**src/hw/rtl/sm3_pkg.sv**
```systemverilog
// shared types, constants and round functions of the sm3 hash engine
package sm3_pkg;
   localparam logic [31:0] IV [8] = '{32'h7380166F, 32'h4914B2B9, 32'h172442D7, 32'hDA8A0600,
                                      32'hA96F30BC, 32'h163138AA, 32'hE38DEE4D, 32'hB0FB0E4E};
   localparam logic [31:0] T_LOW  = 32'h79cc4519;
   localparam logic [31:0] T_HIGH = 32'h7a879d8a;
   localparam logic [7:0]  PAD_BYTE = 8'h80;

   typedef enum logic [2:0] {
      ST_IDLE, ST_LOAD, ST_ROUND, ST_FOLD, ST_PAD, ST_OUT
   } state_type;

   // control from sequencer to round core
   typedef struct packed {
      logic       init;
      logic       step;
      logic       fold;
      logic       reset_iv;
      logic [5:0] round;
   } core_ctl_type;

   function automatic logic [31:0] rotl(input logic [31:0] x, input logic [4:0] n);
      logic [63:0] d;
      d = {x, x} << n;
      return d[63:32];
   endfunction

   function automatic logic [31:0] perm0(input logic [31:0] x);
      return x ^ rotl(x, 5'd9) ^ rotl(x, 5'd17);
   endfunction

   function automatic logic [31:0] perm1(input logic [31:0] x);
      return x ^ rotl(x, 5'd15) ^ rotl(x, 5'd23);
   endfunction
endpackage

```
**src/hw/rtl/sm3_round_core.sv**
```systemverilog
// sm3 compression datapath: one round per cycle while step is asserted, window expansion, feed-forward
module sm3_round_core import sm3_pkg::*; (
   input  logic               clock,
   input  logic               reset,
   input  core_ctl_type       ctl,
   input  logic [31:0]        blk [16],
   output logic [31:0]        cv  [8]
);
   logic [31:0] v_ff [8];
   logic [31:0] w_ff [16];
   logic [31:0] cv_ff [8];
   logic [31:0] a12, ss1, ss2, ff, gg, tt1, tt2, tj, nw;
   logic        lo;

   // round function
   always_comb begin
      lo  = (ctl.round < 6'd16);
      tj  = lo ? T_LOW : T_HIGH;
      a12 = rotl(v_ff[0], 5'd12);
      ss1 = rotl(a12 + v_ff[4] + rotl(tj, ctl.round[4:0]), 5'd7);
      ss2 = ss1 ^ a12;
      ff  = lo ? (v_ff[0] ^ v_ff[1] ^ v_ff[2])
               : ((v_ff[0] & v_ff[1]) | (v_ff[0] & v_ff[2]) | (v_ff[1] & v_ff[2]));
      gg  = lo ? (v_ff[4] ^ v_ff[5] ^ v_ff[6]) : ((v_ff[4] & v_ff[5]) | (~v_ff[4] & v_ff[6]));
      tt1 = ff + v_ff[3] + ss2 + (w_ff[0] ^ w_ff[4]);
      tt2 = gg + v_ff[7] + ss1 + w_ff[0];
      nw  = perm1(w_ff[0] ^ w_ff[7] ^ rotl(w_ff[13], 5'd15)) ^ rotl(w_ff[3], 5'd7) ^ w_ff[10];
   end

   // working variables and expansion window
   always_ff @(posedge clock) begin
      if (ctl.init) begin
         v_ff <= cv_ff;
         w_ff <= blk;
      end else if (ctl.step) begin
         v_ff <= '{tt1, v_ff[0], rotl(v_ff[1], 5'd9), v_ff[2],
                   perm0(tt2), v_ff[4], rotl(v_ff[5], 5'd19), v_ff[6]};
         for (int i = 0; i < 15; i++) w_ff[i] <= w_ff[i+1];
         w_ff[15] <= nw;
      end
   end

   // chaining value
   always_ff @(posedge clock) begin
      if (reset || ctl.reset_iv) begin
         cv_ff <= IV;
      end else if (ctl.fold) begin
         for (int i = 0; i < 8; i++) cv_ff[i] <= cv_ff[i] ^ v_ff[i];
      end
   end

   assign cv = cv_ff;
endmodule

```
**src/hw/rtl/sm3_hash_engine.sv**
```systemverilog
// sm3 hash engine top level: word intake, padding sequencer and digest output
// a non-final word is written to the block store; when it completes a block it also starts a compression (64 rounds)
// a final word is followed by padding words and one or two compressions,
// then eight digest beats; throughput is set by the single shared round unit
// synchronous active-high reset restores the iv and clears length and counters
module sm3_hash_engine import sm3_pkg::*; (
   input  logic        clock,
   input  logic        reset,
   input  logic        req_valid,
   output logic        req_ready,
   input  logic [31:0] req_message_word,
   input  logic [2:0]  req_byte_count,
   input  logic        req_final_word,
   output logic        rsp_valid,
   input  logic        rsp_ready,
   output logic [31:0] rsp_digest_word,
   output logic [2:0]  rsp_word_index,
   output logic        rsp_digest_end
);
   state_type    state_ff, state_in;
   logic [31:0]  blk_ff [16];
   logic [3:0]   pos_ff, pos_in;
   logic [5:0]   rnd_ff, rnd_in;
   logic [60:0]  bytes_ff, bytes_in;
   logic         fin_ff, fin_in;      // padding pending for final message
   logic         lenw_ff, lenw_in;    // pad byte already placed in the block
   logic         lenhi_ff, lenhi_in;  // high length word already in the block
   logic [2:0]   oidx_ff, oidx_in;
   logic         wr;
   logic [31:0]  wdata;
   logic [31:0]  cv [8];
   logic [63:0]  bits;
   logic [2:0]   k;
   logic [31:0]  keep, padw;
   core_ctl_type ctl;

   sm3_round_core u_core (.clock(clock), .reset(reset), .ctl(ctl), .blk(blk_ff), .cv(cv));

   assign bits = {bytes_ff, 3'b000};
   assign k    = (req_byte_count > 3'd4) ? 3'd4 : req_byte_count;

   // state register
   always_ff @(posedge clock) begin
      if (reset) begin
         state_ff <= ST_IDLE;
         pos_ff   <= '0;
         rnd_ff   <= '0;
         bytes_ff <= '0;
         fin_ff   <= 1'b0;
         lenw_ff  <= 1'b0;
         lenhi_ff <= 1'b0;
         oidx_ff  <= '0;
      end else begin
         state_ff <= state_in;
         pos_ff   <= pos_in;
         rnd_ff   <= rnd_in;
         bytes_ff <= bytes_in;
         fin_ff   <= fin_in;
         lenw_ff  <= lenw_in;
         lenhi_ff <= lenhi_in;
         oidx_ff  <= oidx_in;
      end
   end

   // block word store
   always_ff @(posedge clock) begin
      if (wr) blk_ff[pos_ff] <= wdata;
   end

   // sequencer
   always_comb begin
      state_in = state_ff;
      pos_in   = pos_ff;
      rnd_in   = rnd_ff;
      bytes_in = bytes_ff;
      fin_in   = fin_ff;
      lenw_in  = lenw_ff;
      lenhi_in = lenhi_ff;
      oidx_in  = oidx_ff;
      wr       = 1'b0;
      wdata    = '0;
      ctl      = '0;
      ctl.round = rnd_ff;
      req_ready = 1'b0;
      keep = (k == 3'd0) ? 32'h0 : ~(32'hFFFFFFFF >> {k, 3'b000});
      padw = (req_message_word & keep) | ({24'h0, PAD_BYTE} << (6'd24 - {k, 3'b000}));
      unique case (state_ff)
         ST_IDLE: begin
            req_ready = 1'b1;
            if (req_valid) begin
               wr = 1'b1;
               pos_in = pos_ff + 4'd1;
               if (!req_final_word) begin
                  wdata = req_message_word;
                  bytes_in = bytes_ff + 61'd4;
               end else begin
                  bytes_in = bytes_ff + {58'd0, k};
                  fin_in = 1'b1;
                  lenw_in = 1'b1;
                  // four valid bytes: pad byte goes into the next word
                  wdata = (k == 3'd4) ? req_message_word : padw;
                  lenw_in = (k != 3'd4);
               end
               if (pos_ff == 4'd15) state_in = ST_LOAD;
               else if (req_final_word) state_in = ST_PAD;
            end
         end
         ST_PAD: begin
            // lenw_ff low: pad word 0x80000000 still owed
            // slot 15 without the high length word, once the pad word is in, is zero fill before an extra block
            wr = 1'b1;
            pos_in = pos_ff + 4'd1;
            if (!lenw_ff) begin
               wdata = {PAD_BYTE, 24'h0};
               lenw_in = 1'b1;
            end else if (pos_ff == 4'd14) begin
               wdata = bits[63:32];
               lenhi_in = 1'b1;
            end else if (pos_ff == 4'd15 && lenhi_ff) begin
               wdata = bits[31:0];
               fin_in = 1'b0;
               lenhi_in = 1'b0;
            end
            if (pos_ff == 4'd15) state_in = ST_LOAD;
         end
         ST_LOAD: begin
            ctl.init = 1'b1;
            rnd_in = '0;
            state_in = ST_ROUND;
         end
         ST_ROUND: begin
            ctl.step = 1'b1;
            rnd_in = rnd_ff + 6'd1;
            if (rnd_ff == 6'd63) state_in = ST_FOLD;
         end
         ST_FOLD: begin
            ctl.fold = 1'b1;
            if (fin_ff) state_in = ST_PAD;
            else if (lenw_ff) begin
               state_in = ST_OUT;
               oidx_in = '0;
            end else state_in = ST_IDLE;
         end
         ST_OUT: begin
            if (rsp_ready) begin
               oidx_in = oidx_ff + 3'd1;
               if (oidx_ff == 3'd7) begin
                  ctl.reset_iv = 1'b1;
                  bytes_in = '0;
                  lenw_in = 1'b0;
                  state_in = ST_IDLE;
               end
            end
         end
         default: state_in = ST_IDLE;
      endcase
   end

   assign rsp_valid       = (state_ff == ST_OUT);
   assign rsp_digest_word = cv[oidx_ff];
   assign rsp_word_index  = oidx_ff;
   assign rsp_digest_end  = (oidx_ff == 3'd7);
endmodule

```
**config.mk**
```make
export PLATFORM = sky130hd
export DESIGN_NAME = sm3_hash_engine
export DESIGN_NICKNAME = d
export VERILOG_FILES = /design/src/hw/rtl/sm3_pkg.sv /design/src/hw/rtl/sm3_round_core.sv /design/src/hw/rtl/sm3_hash_engine.sv
export SDC_FILE = /design/constraint.sdc
export NUM_CORES = 2
export LEC_CHECK = 0
export BUFFER_PORTS_ARGS = -buffer_cell sky130_fd_sc_hd__buf_2
export CAP_MARGIN = 20
export CORE_MARGIN = 5
export CORE_UTILIZATION = 45
export CTS_CLUSTER_SIZE = 30
export DETAILED_ROUTE_END_ITERATION = 16
export PLACE_DENSITY_LB_ADDON = 0.12
export SLEW_MARGIN = 20
export SYNTH_ARGS = -nofsm -noshare
export SYNTH_HDL_FRONTEND = slang
export SYNTH_SLANG_ARGS = --single-unit
```
**constraint.sdc**
```tcl
create_clock -name clock -period 43.3 [get_ports clock]
set_input_delay 8.66 -clock clock [delete_from_list [all_inputs] [get_ports clock]]
set_output_delay 8.66 -clock clock [all_outputs]
set_load 0.01 [all_outputs]
```
==> impl_metrics.ini <==
[detailed_routing]
routed_wl_um = 257000
ant_nets = 0
vias = 53600
drtIter0Drc = 5123
firstDrtPassIters = 5
vias_per_cell = 5.45
wl_per_cell_um = 26.2
drc_errors = 0

[worst_setup_path]
critPathMaxFanout = 43
path_class = flop to output port
worst_setup_path_end_kind = output port
crit_slowest_cell = dfxtp_4
worst-path-buf-inv = 2
start_kind = flop
crit_family = multiplexers
worst_path_largest_cell_delay_ns = 0.76
worstSetupStartpoint = rsp_word_index[0]$_SDFFE_PP0P_
r2r_start = rnd_ff[4]$_SDFFE_PP0P_
critical_path_required_ns = 34.64
worstPathArrival_ns = 3.57
critical_path.cell_chain = buf_6 -> mux4_2 -> mux2_2 -> buf_2

[grt]
grt_first_pass_wirelength_um = 370000
grt-ovfl-total = 0
grt_pass1_vias = 51900
grt_max_degree = 189
grt_usage_pct = 27.6
antenna_found_initial = 1

[cells_and_area]
fin_cells = 9827
drive_above_1_share_pct = 8.12
fillCellCount = 15700
utilization_pct = 50.4
seq_area_um2 = 45200
multi_input_area_um2 = 31400
nNetsFinal = 7690
area_delta_synth_final_pct = 11.4

[timing]
fin_crit_sh_pct = 28.2
finalSetupTns_ns = 0
setup_viol = 0
period_minus_slack_ns = 12.23
relSlewSlack_pct = 13.1
drv_slew = 0
worst_slack_ns = 31.07
worst_slew_pin_slew_ns = 1.29
finalHoldViolations = 0
rsz0062_at_grt = no
clock-skew-final_ns = 0.0555
clock.fmax_mhz = 81.8

[place]
routabilityCongestion = 0.999
dp_cells = 9500
dpl_worst_slack_ns = 31.76
dp_hpwl_um = 176000
port_buffers = 77

[die]
die_h_um = 428
io_pins = 78
core.rowCount = 153
core_area_um2 = 174000
initial_utilization_pct = 45.3
die_w_um = 428
dieArea_um2 = 183000

[flow_run]
drv_cap = 0

[clock_network]
cts_tree = yes
post_cts_buffers = 0
clock-sinks = 1616
path_clk_slew_ns = 0.06
cts_hold_buf = 0
cts_max_level = 4
insertion_delay_ns = 0.85
clockBufferDepth = 3
root_buffer = clkbuf_16
cts_buffers = 175
cts_resized = 0

[synthesis]
synth_area_um2 = 78700
synth_area_leaders = edfxtp_1 (49%), nand2_1 (12%), dfxtp_1 (8.5%)
synthArstFlopShare_pct = 0
synth_edf_count = 1280
yosys_warnings = 0
synth_top_area_share_pct = 48.8
synth_common_cells = nand2_1 (2,533), edfxtp_1 (1,280), nor2_1 (398)
synth.most_common_cell = nand2_1
ys.flop_type = edfxtp_1
synth_area_leader_cell = edfxtp_1
synth_seq_cells = 1616
syn_inst = 7325
synth_area_per_cell_um2 = 10.7
syn_nets = 7662
ys_types = 88
yosysSeqAreaShare_pct = 57.4

[min_path]
worstHoldPathType = flop to flop
hold_start = blk_ff[318]$_DFFE_PP_

[outcome]
outcome = finished, final reports clean
==> kinds of logic (layout without fill, tap and decap cells) <==
kind of cell / after synthesis / in the layout / share of synthesized area [%]
other: 0 / 2 / 0
DFF: 1616 / 1616 / 57.4
adders and majority gates: 298 / 298 / 6.54
xor gates and xnor gates: 745 / 745 / 8.50
muxes: 193 / 193 / 3.55
AOI/OAI and AO/OA: 688 / 688 / 5.31
buffers and inverters: 627 / 802 / 2.99
and+or+nand+nor: 3158 / 3158 / 15.7
==> state kept, by name (all words and copies together), names as in the netlist <==
| register | cells |
|---|---|
| state_ff | 3 |
| u_core.a12 | 32 |
| rnd_ff | 6 |
| u_core.w_ff | 512 |
| rsp_word_index | 3 |
| u_core.cv | 256 |
| blk_ff | 512 |
| fin_ff | 1 |
| u_core.v_ff | 224 |
| bytes_ff | 61 |
| lenhi_ff | 1 |
| pos_ff | 4 |
| lenw_ff | 1 |
==> per-stage QoR <==
stage | cell area (um2) | hold WS [ns]
floorplan | 78700 | 0.449
global placement | 81800 | 0.483
detailed placement | 81800 | 0.490
CTS | 87600 | 0.494
global route | 87700 | 0.502
finish | 87700 | 0.493
==> layer usage <==
layer	global-route usage, %	share of wire [%]	wire (um)
met1	35.7	41	106000
met2	44.5	47	121000
met3	4.52	5.7	14700
met4	15.1	6.5	16700
met5	0	0	0
==> cells in the final DEF, fill, tap and decap left out, types with 16 or more instances in the layout <==
cell / n
a211oi_1: 18
a21o_1: 45
a21oi_1: 174
a31oi_1: 29
and3_1: 18
buf_2: 77
buf_4: 93
bufinv_16: 16
clkbuf_1: 50
clkbuf_16: 176
clkinv_1: 30
clkinv_2: 22
dfxtp_1: 333
edfxtp_1: 1280
fa_1: 189
ha_1: 108
inv_1: 299
mux2_2: 51
mux2i_1: 78
mux4_2: 64
nand2_1: 2533
nand2b_1: 21
nand3_1: 57
nand4_1: 23
nor2_1: 382
nor2b_1: 20
nor3_1: 31
o21a_1: 21
o21ai_0: 239
o21ai_1: 25
xnor2_1: 366
xor2_1: 363
==> worst min-delay path, stage by stage (launching register included) <==
cell and delay [ns]:
edfxtp_1 0.32, nand2_1 0.05, nand2_1 0.04
==> layout make-up <==
cell class	count	share of cell area, %
clock buffer	235	5.38
tap	2325	3.32
multi-input combinational	5082	35.8
inverter	302	1.30
sequential	1616	51.5
timing repair buffer	176	1.36
antenna	2	0.00571
clock inverter	89	1.29
==> worst paths after layout <==
check / endpoint / slack (ns) / cells past startpoint
setup / recovery: rsp_digest_word[15] / 31.07 / 4
hold reg to reg: u_core.w_ff[318]$_DFFE_PP_ / 0.49 / 2
hold / removal: u_core.w_ff[318]$_DFFE_PP_ / 0.49 / 2
setup reg to reg: u_core.v_ff[127]$_DFFE_PP_ / 31.73 / 33
Power is not shown: default switching activity piles up to over one toggle a cycle in this logic, so the estimate is an artifact.
